[src/hdl/cbte_pkg.sv]
// ----------------------------------------------------------------------------
// cbte_pkg
// types and constants shared by the compact binary token encoder
// ----------------------------------------------------------------------------
`default_nettype none

package cbte_pkg;

  // token selector carried by req_type
  typedef enum logic [2:0] {
    REQ_BYTE   = 3'd0,
    REQ_BOOL   = 3'd1,
    REQ_FIELD  = 3'd2,
    REQ_LIST   = 3'd3,
    REQ_INT16  = 3'd4,
    REQ_ZZ32   = 3'd5,
    REQ_ZZ64   = 3'd6,
    REQ_UVAR   = 3'd7
  } req_t;

  // sequencer states
  typedef enum logic [1:0] {
    ST_IDLE = 2'd0,
    ST_PRE  = 2'd1,
    ST_RAW  = 2'd2,
    ST_VAR  = 2'd3
  } state_t;

  // what follows the leading byte of a token
  typedef enum logic [1:0] {
    TAIL_NONE = 2'd0,
    TAIL_RAW  = 2'd1,
    TAIL_VAR  = 2'd2
  } tail_t;

  localparam logic [7:0]  BOOL_TRUE      = 8'h11;
  localparam logic [7:0]  BOOL_FALSE     = 8'h12;
  localparam logic [3:0]  LIST_LONG_NIB  = 4'hF;
  localparam logic [30:0] LIST_SHORT_MAX = 31'd14;
  localparam logic [3:0]  TYPE_MIN       = 4'd2;
  localparam logic [3:0]  TYPE_MAX       = 4'd12;
  localparam logic [3:0]  TYPE_UNKNOWN   = 4'd0;
  localparam int unsigned GROUP_BITS     = 7;

endpackage

`default_nettype wire

[src/hdl/cbte_if.sv]
// ----------------------------------------------------------------------------
// cbte channel interfaces
// valid/ready channels for token items in and encoded bytes out
// ----------------------------------------------------------------------------
`default_nettype none

interface cbte_in_if;
  logic               valid;
  logic               ready;
  logic [2:0]         req_type;
  logic [3:0]         wire_type;
  logic signed [15:0] field_id;
  logic signed [15:0] prev_field_id;
  logic [30:0]        element_count;
  logic [63:0]        payload;

  modport source (
    output valid, req_type, wire_type, field_id, prev_field_id, element_count, payload,
    input  ready
  );
  modport sink (
    input  valid, req_type, wire_type, field_id, prev_field_id, element_count, payload,
    output ready
  );
endinterface

interface cbte_out_if;
  logic       valid;
  logic       ready;
  logic [7:0] out_byte;
  logic       last_byte;

  modport source (output valid, out_byte, last_byte, input ready);
  modport sink   (input valid, out_byte, last_byte, output ready);
endinterface

`default_nettype wire

[src/hdl/compact_binary_token_encoder_top.sv]
// ----------------------------------------------------------------------------
// compact_binary_token_encoder_top
// encodes one compact-binary token per item into a run of 1 to 10 bytes
// ----------------------------------------------------------------------------
//
//  channel   dir  handshake          payload
//  in_ch     in   valid / ready      req_type, wire_type, field_id,
//                                    prev_field_id, element_count, payload
//  out_ch    out  valid / ready      out_byte, last_byte (one item per byte)
//
//  - an item is decoded when it is accepted, then its output bytes go out one at a time
//  - varint bytes come from the 7-bit group shifter, one group per cycle unless out_ch stalls
//  - in_ch.ready is high only while the sequencer is idle
//  - the output register lets the last byte wait while the next item enters
//  - a stalled out_ch holds the sequencer in place, nothing is dropped
//  - rst_n is synchronous, active low, and clears the sequencer and out valid
//
`default_nettype none

module compact_binary_token_encoder_top (
  input  wire logic   clk,
  input  wire logic   rst_n,
  cbte_in_if.sink     in_ch,
  cbte_out_if.source  out_ch
);
  import cbte_pkg::*;

  // sequencer and shifter state
  state_t      state_r, state_nxt;
  tail_t       tail_r, tail_nxt;
  logic [7:0]  pre_r, pre_nxt;
  logic [63:0] val_r, val_nxt;

  // output register
  logic        out_valid_r, out_valid_nxt;
  logic [7:0]  out_byte_r, out_byte_nxt;
  logic        out_last_r, out_last_nxt;

  // decode of the incoming item
  state_t      dec_state;
  tail_t       dec_tail;
  logic [7:0]  dec_pre;
  logic [63:0] dec_val;
  logic [3:0]  elem_type;
  logic signed [16:0] delta;
  logic        delta_short;
  logic [63:0] fid_ext;
  logic [63:0] fid_zz;
  logic [63:0] pay_zz64;
  logic [63:0] pay_zz32;

  logic        accept;
  logic        can_load;
  logic        var_more;

  assign accept   = in_ch.valid && in_ch.ready;
  assign can_load = !out_valid_r || out_ch.ready;
  assign var_more = |val_r[63:GROUP_BITS];

  assign in_ch.ready     = (state_r == ST_IDLE);
  assign out_ch.valid    = out_valid_r;
  assign out_ch.out_byte = out_byte_r;
  assign out_ch.last_byte = out_last_r;

  // header element type, unknown codes fold to zero
  assign elem_type = (in_ch.wire_type >= TYPE_MIN && in_ch.wire_type <= TYPE_MAX)
                     ? in_ch.wire_type : TYPE_UNKNOWN;

  // exact signed delta, short form only for 1..15
  assign delta       = {in_ch.field_id[15], in_ch.field_id}
                     - {in_ch.prev_field_id[15], in_ch.prev_field_id};
  assign delta_short = !delta[16] && (delta[15:4] == 12'd0) && (delta[3:0] != 4'd0);

  // zigzag forms
  assign fid_ext  = {{48{in_ch.field_id[15]}}, in_ch.field_id};
  assign fid_zz   = {fid_ext[62:0], 1'b0} ^ {64{fid_ext[63]}};
  assign pay_zz64 = {in_ch.payload[62:0], 1'b0} ^ {64{in_ch.payload[63]}};
  assign pay_zz32 = {32'd0, {in_ch.payload[30:0], 1'b0} ^ {32{in_ch.payload[31]}}};

  always_comb begin
    dec_state = ST_PRE;
    dec_tail  = TAIL_NONE;
    dec_pre   = 8'd0;
    dec_val   = 64'd0;
    unique case (req_t'(in_ch.req_type))
      REQ_BYTE: begin
        dec_pre = in_ch.payload[7:0];
      end
      REQ_BOOL: begin
        dec_pre = in_ch.payload[0] ? BOOL_TRUE : BOOL_FALSE;
      end
      REQ_FIELD: begin
        if (delta_short) begin
          dec_pre = {delta[3:0], elem_type};
        end else begin
          dec_pre  = {4'd0, elem_type};
          dec_tail = TAIL_VAR;
          dec_val  = fid_zz;
        end
      end
      REQ_LIST: begin
        if (in_ch.element_count <= LIST_SHORT_MAX) begin
          dec_pre = {in_ch.element_count[3:0], elem_type};
        end else begin
          dec_pre  = {LIST_LONG_NIB, elem_type};
          dec_tail = TAIL_VAR;
          dec_val  = {33'd0, in_ch.element_count};
        end
      end
      REQ_INT16: begin
        // big-endian: high byte leads, low byte closes the run
        dec_pre  = in_ch.payload[15:8];
        dec_tail = TAIL_RAW;
        dec_val  = {56'd0, in_ch.payload[7:0]};
      end
      REQ_ZZ32: begin
        dec_state = ST_VAR;
        dec_val   = pay_zz32;
      end
      REQ_ZZ64: begin
        dec_state = ST_VAR;
        dec_val   = pay_zz64;
      end
      REQ_UVAR: begin
        dec_state = ST_VAR;
        dec_val   = in_ch.payload;
      end
      default: begin
        dec_state = ST_PRE;
      end
    endcase
  end

  // sequencer: next state and output register loads
  always_comb begin
    state_nxt     = state_r;
    tail_nxt      = tail_r;
    pre_nxt       = pre_r;
    val_nxt       = val_r;
    out_valid_nxt = out_valid_r && !out_ch.ready;
    out_byte_nxt  = out_byte_r;
    out_last_nxt  = out_last_r;
    unique case (state_r)
      ST_IDLE: begin
        if (accept) begin
          state_nxt = dec_state;
          tail_nxt  = dec_tail;
          pre_nxt   = dec_pre;
          val_nxt   = dec_val;
        end
      end
      ST_PRE: begin
        if (can_load) begin
          out_valid_nxt = 1'b1;
          out_byte_nxt  = pre_r;
          out_last_nxt  = (tail_r == TAIL_NONE);
          unique case (tail_r)
            TAIL_RAW: state_nxt = ST_RAW;
            TAIL_VAR: state_nxt = ST_VAR;
            default:  state_nxt = ST_IDLE;
          endcase
        end
      end
      ST_RAW: begin
        if (can_load) begin
          out_valid_nxt = 1'b1;
          out_byte_nxt  = val_r[7:0];
          out_last_nxt  = 1'b1;
          state_nxt     = ST_IDLE;
        end
      end
      ST_VAR: begin
        // one 7-bit group per cycle while the output can load, continuation bit set while more remain
        if (can_load) begin
          out_valid_nxt = 1'b1;
          out_byte_nxt  = {var_more, val_r[GROUP_BITS-1:0]};
          out_last_nxt  = !var_more;
          val_nxt       = val_r >> GROUP_BITS;
          if (!var_more) begin
            state_nxt = ST_IDLE;
          end
        end
      end
      default: begin
        state_nxt = ST_IDLE;
      end
    endcase
  end

  always_ff @(posedge clk) begin
    if (!rst_n) begin
      state_r     <= ST_IDLE;
      out_valid_r <= 1'b0;
    end else begin
      state_r     <= state_nxt;
      out_valid_r <= out_valid_nxt;
    end
  end

  always_ff @(posedge clk) begin
    tail_r     <= tail_nxt;
    pre_r      <= pre_nxt;
    val_r      <= val_nxt;
    out_byte_r <= out_byte_nxt;
    out_last_r <= out_last_nxt;
  end

  // an accepted item always starts a run
  a_accept_busy: assert property (@(posedge clk) disable iff (!rst_n)
    accept |=> state_r != ST_IDLE)
    else $error("sequencer stayed idle after an item");

  // the final varint group closes the run with continuation clear
  a_var_last: assert property (@(posedge clk) disable iff (!rst_n)
    (state_r == ST_VAR && can_load && !var_more)
      |=> out_valid_r && out_last_r && !out_byte_r[7] && state_r == ST_IDLE)
    else $error("varint run did not close correctly");

  // a middle varint group carries the continuation bit and no last flag
  a_var_more: assert property (@(posedge clk) disable iff (!rst_n)
    (state_r == ST_VAR && can_load && var_more)
      |=> out_valid_r && !out_last_r && out_byte_r[7] && state_r == ST_VAR)
    else $error("varint continuation lost");

  // a lead byte with a tail never carries the last flag
  a_pre_tail: assert property (@(posedge clk) disable iff (!rst_n)
    (state_r == ST_PRE && can_load && tail_r != TAIL_NONE) |=> !out_last_r)
    else $error("lead byte flagged last before its tail");

endmodule

`default_nettype wire

[src/flat_wrapper.sv]
// flat-port wrapper written by rule: the top's interface ports become plain ports
module compact_binary_token_encoder_top_flat import cbte_pkg::*;
  (clk, rst_n, in_ch_valid, in_ch_req_type, in_ch_wire_type, in_ch_field_id, in_ch_prev_field_id, in_ch_element_count, in_ch_payload, in_ch_ready, out_ch_valid, out_ch_out_byte, out_ch_last_byte, out_ch_ready);
  cbte_in_if in_ch_i ();
  cbte_out_if out_ch_i ();
  input  wire logic clk;
  input  wire logic rst_n;
  input wire logic [$bits(in_ch_i.valid)-1:0] in_ch_valid;
  input wire logic [$bits(in_ch_i.req_type)-1:0] in_ch_req_type;
  input wire logic [$bits(in_ch_i.wire_type)-1:0] in_ch_wire_type;
  input wire logic [$bits(in_ch_i.field_id)-1:0] in_ch_field_id;
  input wire logic [$bits(in_ch_i.prev_field_id)-1:0] in_ch_prev_field_id;
  input wire logic [$bits(in_ch_i.element_count)-1:0] in_ch_element_count;
  input wire logic [$bits(in_ch_i.payload)-1:0] in_ch_payload;
  output wire logic [$bits(in_ch_i.ready)-1:0] in_ch_ready;
  output wire logic [$bits(out_ch_i.valid)-1:0] out_ch_valid;
  output wire logic [$bits(out_ch_i.out_byte)-1:0] out_ch_out_byte;
  output wire logic [$bits(out_ch_i.last_byte)-1:0] out_ch_last_byte;
  input wire logic [$bits(out_ch_i.ready)-1:0] out_ch_ready;
  assign in_ch_i.valid = in_ch_valid;
  assign in_ch_i.req_type = in_ch_req_type;
  assign in_ch_i.wire_type = in_ch_wire_type;
  assign in_ch_i.field_id = in_ch_field_id;
  assign in_ch_i.prev_field_id = in_ch_prev_field_id;
  assign in_ch_i.element_count = in_ch_element_count;
  assign in_ch_i.payload = in_ch_payload;
  assign in_ch_ready = in_ch_i.ready;
  assign out_ch_valid = out_ch_i.valid;
  assign out_ch_out_byte = out_ch_i.out_byte;
  assign out_ch_last_byte = out_ch_i.last_byte;
  assign out_ch_i.ready = out_ch_ready;
  compact_binary_token_encoder_top u_core (.clk(clk), .rst_n(rst_n), .in_ch(in_ch_i), .out_ch(out_ch_i));
endmodule
[config.mk]
export PLATFORM = sky130hd
export DESIGN_NAME = compact_binary_token_encoder_top_flat
export DESIGN_NICKNAME = d
export VERILOG_FILES = /design/src/hdl/cbte_pkg.sv /design/src/hdl/cbte_if.sv /design/src/hdl/compact_binary_token_encoder_top.sv /design/src/flat_wrapper.sv
export SDC_FILE = /design/constraint.sdc
export NUM_CORES = 1
export LEC_CHECK = 0
export BUFFER_PORTS_ARGS = -buffer_cell sky130_fd_sc_hd__buf_4
export CAP_MARGIN = 20
export CORE_ASPECT_RATIO = 0.9
export CORE_MARGIN = 2
export CORE_UTILIZATION = 55
export DETAILED_ROUTE_END_ITERATION = 8
export PLACE_DENSITY_LB_ADDON = 0.3
export SETUP_SLACK_MARGIN = 0.3
export SLEW_MARGIN = 10
export SYNTH_ARGS = -nofsm -noshare
export SYNTH_HDL_FRONTEND = slang
export SYNTH_SLANG_ARGS = --single-unit
[constraint.sdc]
create_clock -name clk -period 7.2 [get_ports clk]
set_input_delay 0.72 -clock clk [delete_from_list [all_inputs] [get_ports clk]]
set_output_delay 0.72 -clock clk [all_outputs]
set_load 0.1 [all_outputs]
# Yosys cells after proc, flatten, opt, wreduce, memory -nomap -nowiden
# Index checks and enable logic that the tools add are counted.
# word_totals
register_bits	86
inputBits	138
out_inout_bits	11
elab_cells	87
# classes
add_sub_neg	1
n_lt_le_gt_ge	3
eq_ne	17
n_mux	32
bitwise	3
n_reduce_logical	24
# ops
op	n
$pmux W64 S6	1
$mux W64	3
$pmux W64 S2	1
$xor A64 B64 Y64	2
$reduce_or A57 Y1	1
$mux W8	5
$pmux W8 S5	1
$xor A32 B32 Y32	1
$le A31 B4 Y1 const B	1
$mux W31	1
$pmux W8 S3	1
$mux W2	9
$sub A16 B16 Y17	1
$eq A3 B3 Y1 const B	4
$logic_not A12 Y1	1
$pmux W2 S4	1
$eq A2 B2 Y1 const B	3
$eq A3 B2 Y1 const B	2
$ne A2 B1 Y1 const B	3
$pmux W2 S3	1
$reduce_or A3 Y1	2
$logic_and A1 B1 Y1	5
$mux W1	5
$reduce_and A5 Y1	1
18 further kinds	24

# Depth between registers and ports, before layout
# Gate-level depths: netlist (run 1).
# logic_depth
word_depth	8
mapped_depth	12
mapped_depth_nobuf	11

# Least setup slack after synthesis (run 1)
# OpenSTA, ideal clock, no wires.
# synth_timing
kind	register to register
startpoint	register u_core.out_valid_r (netlist: u_core.out_ch.valid)
endpoint	register u_core.val_r[0] (enable)
setup_time_ps	574
arrival_ps	5454
t_required_ps	6626
path_slack_ps	1172
stages_incl_launch_ff	3
n_path_buf	0
period_less_slack_ps	6028
cell_sequence	dfxtp_1 -> nor2b_1 -> o21ai_0
# synth_via
elab_chain_cells	4
# synth_lines
element	line	source
start, declared	compact_binary_token_encoder_top.sv:35	logic out_valid_r, out_valid_nxt;
start signal, assigned	compact_binary_token_encoder_top.sv:196	out_valid_r <= out_valid_nxt;
$logic_not A1 Y1	compact_binary_token_encoder_top.sv:57	assign can_load = !out_valid_r || out_ch.ready;
$logic_or A1 B1 Y1	compact_binary_token_encoder_top.sv:57	
$ne A2 B1 Y1 (no source line)	n/a	
$reduce_and A3 Y1 (no source line)	n/a	
end signal, assigned	compact_binary_token_encoder_top.sv:203	val_r <= val_nxt;
end, declared	compact_binary_token_encoder_top.sv:32	logic [63:0] val_r, val_nxt;
# No other way between the ends.
# A chain may end at the register's enable or synchronous reset.

# Worst setup path after layout (run 1)
# layout_timing
startpoint	input port in_ch_prev_field_id[0]
endpoint	register u_core.val_r[15] (data pin)
# layout_via
elab_chain_cells	8
word_cells_on_any_way	10
cone_classes	add/sub (1); mux (4); reduce/logical (5)
# layout_lines
element	line	source
start, declared	flat_wrapper.sv:12	input wire logic [$bits(in_ch_i.prev_field_id)-1:0] in_ch_prev_field_id;
$sub A16 B16 Y17 (*)	compact_binary_token_encoder_top.sv:71	- {in_ch.prev_field_id[15], in_ch.prev_field_id};
$logic_not A12 Y1 / $logic_not A1 Y1 (equally long branches)	compact_binary_token_encoder_top.sv:72	assign delta_short = !delta[16] && (delta[15:4] == 12'd0) && (delta[3:0] != 4'd0);
$logic_and A1 B1 Y1	compact_binary_token_encoder_top.sv:72	
$logic_and A1 B1 Y1 (*)	compact_binary_token_encoder_top.sv:72	
$mux W64 (*)	compact_binary_token_encoder_top.sv:93	if (delta_short) begin
$pmux W64 S6 (*)	compact_binary_token_encoder_top.sv:85	unique case (req_t'(in_ch.req_type))
$mux W64 (*)	compact_binary_token_encoder_top.sv:145	if (accept) begin
$pmux W64 S2 (*)	compact_binary_token_encoder_top.sv:143	unique case (state_r)
via u_core.val_nxt[15]	compact_binary_token_encoder_top.sv:32	
# Mark *: on every way through the listed nets, which the timed path passes. The rest lies on a longest branch. The select of a mux whose other input is x is not followed.

==> results of run 1 <==
==> state kept, by name, summed over array words and instances (netlist names) <==
name	count
u_core.val_r	64
u_core.out_ch.last_byte	1
u_core.out_ch.out_byte	8
u_core.tail_r	2
u_core.out_ch.valid	1
u_core.state_r	2
u_core.pre_r	8
==> stage by stage <==
step / utilization, % / instance area (sq um)
finish: 69.2 / 7940
global route: 69.2 / 7940
CTS: 68.8 / 7900
detailed placement: 65.9 / 7570
global placement: 65.9 / 7570
floorplan: - / 6510
==> cells in the final DEF, fill, tap and decap left out, types with 8 or more instances in the layout <==
cell       synthesis  final
xor2_1            49     49
nand4_1            8      8
ha_1              18     18
o21ai_0           61     59
a221o_1           10     10
a21oi_1           52     52
buf_4              2    153
a221oi_1          30     30
nand2_1           51     51
clkbuf_16          0      9
nand3_1           12     12
inv_1             27     27
nor2_1            74     74
a22oi_1           35     35
edfxtp_1          83     83
mux2_2             9      9
nor4_1            22     22
==> metal layers <==
metal  up-vias  GRT usage, %  routed length [microns]
met5         -             0                        0
met4         0          10.3                      490
met3        42          7.18                     2300
met2       419          48.2                     9100
met1      2987          42.2                     7940
li1       2898             -                        -
==> final timing paths <==
kind / start / end / slack, ps / cells after the start
hold / removal: u_core.pre_r[2]$_DFFE_PP_ / u_core.out_ch.out_byte[2]$_DFFE_PP_ / 560 / 1
setup / recovery: in_ch_prev_field_id[0] / u_core.val_r[15]$_DFFE_PP_ / 3500 / 11
hold reg to reg: u_core.pre_r[2]$_DFFE_PP_ / u_core.out_ch.out_byte[2]$_DFFE_PP_ / 560 / 1
setup reg to reg: u_core.state_r[1]$_SDFFE_PN0P_ / u_core.val_r[15]$_DFFE_PP_ / 4500 / 5
==> power groups by stage <==
stage	sequential [mW]	combinational [mW]	clock, mW
after floorplan	1.10	0.396	0
after global placement	0.918	0.796	0
after detailed placement	0.921	0.814	0
after CTS	0.916	0.816	0.520
after global routing	0.937	0.880	0.539
final	0.924	0.826	0.521
==> worst max-delay path, cell delays in order <==
cell      delay (ps)
buf_4            110
ha_1             210
fa_1             410
nand2b_1         220
a211oi_2         380
nor2_1           190
o311ai_0         350
o31ai_1          150
nor3_2           310
a311oi_4         320
a221o_2          430
==> kinds of logic after synthesis <==
logic type	after synthesis	synth area share (%)
xor gates and xnor gates	51	6.86
adders and majority gates	19	3.77
DFF	86	39.2
buffers and inverters	81	6.40
and+or+nand+nor	205	15.0
AOI/OAI and AO/OA	246	26.6
muxes	12	2.09
==> cell type report <==
cell class	instances	area (sq um)	area share [%]
multi-input cells	533	3570	44.9
flip-flops and latches	86	2550	32.1
repair buffers	155	1190	15.0
clock buffers	11	253	3.18
well taps	156	195	2.46
inverters	27	101	1.28
clock inverters	5	81.3	1.02
==> results.toml, run 1 <==
[timing]
fmax_mhz = 270
finalCriticalPeriod_ps = 3700
fin_ws_ps = 3500
fin_tns_setup_ps = 0
setup_viol = 0
whs_ps = 556
rsz0062_at_grt = "no"
slew_viol_final = 0
worstMarginPinSlew_ps = 988
skew_ps = 9.68
finalHoldViolCount = 0
relSlewSlack_pct = 34.1
post-route-period-util_pct = 51.5

[min_path]
hp-class = "flop to flop"

[critical_path]
cp.arrival_ps = 3800
cp_max_fo = 16
cp-end-kind = "flop"
critPathRequiredTime_ps = 7300
crit_path_start_kind = "primary input"
worstSetupPathType = "primary input to flop"

[cts]
cts_root_buf = "clkbuf_16"
cts_setup_buffers = 0
postCtsHoldBufs = 0
clk_latency_ps = 350
cts-buffers-inserted = 9
cts_resized = 0
htree_levels = 3
clockBufferDepth = 2
clk_pin_slew_ps = 60
clock-sinks = 86
cts_tree = "built"

[floorplanning]
dieArea_sq_um = 12700
fp-row-count = 37
initial_core_util_pct = 56.7
io_pins = 149
die_h_microns = 107
fp.dieW_microns = 119
core_area_sq_um = 11500

[cells_and_area]
antenna_cells = 0
layout-drive-gt1-share_pct = 25.9
area_delta_synth_final_pct = 22.0
final_cells = 973
nFillCells = 907
nets = 969

[drt]
dr_total_vias = 6346
antenna_left = 0
wire_per_inst_microns = 20.4
firstDrtPassIters = 5
viasPerCell = 6.52
wl_mm = 19.8
remaining_drc_errors = 0
first_iter_violations = 613

[power_and_ir_drop]
power_frac_seq_pct = 40.7
combinationalPowerShare_pct = 36.4
leakage_nw = 3.07
p_sw_share_pct = 39.4
power_density_nw_per_um2 = 286
ir_drop_mv = 0.199
p_total_mw = 2.27
power.share.clock_pct = 22.9
p_int_mw = 1.38
p_switching_uw = 894

[synthesis]
ys_warn_count = 0
async_flop_share_pct = 0
ys_seq_elements = 86
synth-edff-count = 83
synth_commonest_cells = "edfxtp_1 (83), nor2_1 (74), o21ai_0 (61)"
yosysSeqAreaShare_pct = 39.2
synth_cell_types = 78
synth_top_area_share_pct = 38.3
avgSynthCellArea_sq_um = 9.30
yosysMostFrequentCell = "edfxtp_1"
synth_largest_area_cell = "edfxtp_1"
synth_top_flop_cell = "edfxtp_1"
synth_cells = 700
ys_top_cells_by_area = "edfxtp_1 (38%), xor2_1 (6.6%), o21ai_0 (4.7%)"
syn_area_sq_um = 6510
syn_nets = 857

[placed_design]
place_ws_ps = 3150
routabilityCongestion = 1.07
dpl.cell_count = 955
portBuffers = 148
hpwl_mm = 14.7

[grt]
grt_max_degree = 65
grt_usage_pct = 30.8
grt_pass1_wl_mm = 30.7
grt_pass1_vias = 5863
grt_overflow = 0
antenna_found_initial = 0

[run]
max_cap_violations = 0

[outcome]
status = "finished, final reports clean"
No activity file was read; power rests on OpenSTA's default activity.
==> run 2, diff against run 1 <==
CORE_UTILIZATION = 50   (was 55)
clock period = 3.2 ns   (was 7.2 ns; I/O delays follow)
==> run 2 against run 1 <==
Against the previous run:
- via count increased by 0.36%
- clock skew is 5.4 ps lower
- routed wire length increased by 3.6%
- setup slack got worse by 3300 ps
- global-route usage shrank 2.0 points
- core utilization fell by 4.6 points
- final cell count grew 3.1%
==> results.toml, run 2 (same netlist as run 1, synthesis figures left out) <==
[outcome]
status = "finished, final reports clean"

[critical_path]
reg2reg_depth = 5
critPathRequiredTime_ps = 3290
r2r_setup_slack_ps = 940
worstSetupPathType = "primary input to flop"
crit-reg2reg-launch = "u_core.val_r[39]$_DFFE_PP_"
crit_chain = "buf_8 > inv_4 > ha_4 > fa_2 > nand2b_4 > a211oi_4 > nor2_4 > buf_6 > o211ai_1 > o31ai_2 > nor3_4 > buf_6 > a311oi_4 > buf_4 > a221o_1"
crit_path_start_kind = "primary input"
cp_max_fo = 4
slowest_stage = "a211oi_4"
cp.arrival_ps = 3050
cp-end-kind = "flop"
r2r_end = "u_core.state_r[1]$_SDFFE_PN0P_"
cpMostUsedCell = "buf_6"
cpPeakStageDelay_ps = 430

[placed_design]
dpl.cell_count = 977
hpwl_mm = 15.4
placed_area_sq_um = 7720
routabilityCongestion = 0.984
place_ws_ps = -194
portBuffers = 148

[timing]
finalCriticalPeriod_ps = 2960
fin_ws_ps = 240
rsz0062_at_grt = "yes"
setup_viol = 0
finalHoldViolCount = 0
skew_ps = 4.26
fin_tns_setup_ps = 0
relSlewSlack_pct = 46.6
slew_viol_final = 0
worstMarginPinSlew_ps = 798
post-route-period-util_pct = 92.5
fmax_mhz = 338

[floorplanning]
io_pins = 149
core_area_sq_um = 12700
fp.dieW_microns = 124
fp-row-count = 39
dieArea_sq_um = 13900
initial_core_util_pct = 51.3
die_h_microns = 112

[cts]
postCtsHoldBufs = 0
clk_latency_ps = 340
htree_levels = 3
clock-sinks = 86
cts-buffers-inserted = 9
clockBufferDepth = 2
cts_root_buf = "clkbuf_16"
clk_pin_slew_ps = 60
cts_tree = "built"

[min_path]
hold_path_depth = 2
hp-class = "primary input to flop"
hold_start = "rst_n"
hold_end = "u_core.out_ch.valid$_SDFF_PN0_"

[cells_and_area]
layout_commonest_cell = "buf_4"
largest_reg_flops = 64
utilization_pct = 64.6
final_cell_mix = "buf_4 (171), edfxtp_1 (83), nor2_1 (72)"
layout-drive-gt1-share_pct = 29.1
nets = 991
antenna_cells = 0
largest-register = "u_core.val_r"
final_cells = 1003
area_delta_synth_final_pct = 25.8
stdcell_area_sq_um = 8190

[drt]
wl_mm = 20.5
first_iter_violations = 751
wire_per_inst_microns = 20.5
firstDrtPassIters = 6
antenna_left = 0
dr_total_vias = 6369
remaining_drc_errors = 0
viasPerCell = 6.35

[grt]
grt_usage_pct = 28.8
grt_pass1_wl_mm = 32.0
grtUsageMet3_pct = 7.01
met2_usage_pct = 45.0
grt_pass1_vias = 6049
antenna_found_initial = 0
use_met1_pct = 39.8
grt_overflow = 0
grt_max_degree = 65
grt_most_used_layer = "met2"

[power_and_ir_drop]
ir_drop_mv = 0.375
leakage_nw = 3.19
power_density_nw_per_um2 = 621

[run]
max_cap_violations = 0
[run 2: what timing repair did]
| item | in CTS | in global routing |
|---|---|---|
| setup buffers | 2 | 7 |
| endpoints found under the setup margin | 16 | 18 |
| pin swaps | 9 | 8 |
| gates cloned | 1 | 0 |
| resized for setup | 13 | 6 |
[run 2: metrics by stage]
step	hold WS [ps]	total power, mW
3_5_place_dp	529	3.96
5_1_grt	222	5.30
2_1_floorplan	448	3.34
4_1_cts	212	5.05
3_3_place_gp	532	3.91
6_report	217	5.08
[run 2: layout make-up]
cell class,instances,area [sq um]
sequential,86,2550
multi-input combinational,534,3670
fill,1074,4500
clock buffer,9,225
timing repair buffer,176,1350
clock inverter,7,78.8
inverter,27,104
tap,164,205
[run 2: where the power goes]
part,internal [mW],leakage [nW],switching (mW),total [mW]
logic,0.615,2.21,1.34,1.95
clock network,0.613,0.139,0.460,1.07
registers,1.80,0.835,0.253,2.06
[run 2: routing by layer]
layer / up-vias / part of all wire, %
li1: 2949 / -
met1: 2946 / 40
met2: 418 / 46
met3: 56 / 11
met4: 0 / 2.7
met5: - / 0
[run 2: worst max-delay path by stage]
| stage | startpoint | endpoint | slack (ps) | cells after the start |
|---|---|---|---|---|
| CTS | in_ch_field_id[0] | u_core.val_r[2]$_DFFE_PP_ | 300 | 13 |
| floorplan | in_ch_prev_field_id[3] | u_core.val_r[5]$_DFFE_PP_ | 320 | 11 |
| detailed placement | in_ch_field_id[0] | u_core.val_r[2]$_DFFE_PP_ | -190 | 12 |
| global route | in_ch_field_id[3] | u_core.val_r[5]$_DFFE_PP_ | 190 | 12 |
| global placement | in_ch_prev_field_id[0] | u_core.val_r[1]$_DFFE_PP_ | -130 | 11 |
| finish | in_ch_field_id[0] | u_core.val_r[9]$_DFFE_PP_ | 240 | 15 |
[run 2: critical path, delay by kind of cell]
| family | cells | cell delay [ps] |
|---|---|---|
| compound gates | 5 | 1130 |
| buf+inv | 5 | 590 |
| simple gates | 3 | 520 |
| fa+ha+maj | 2 | 490 |
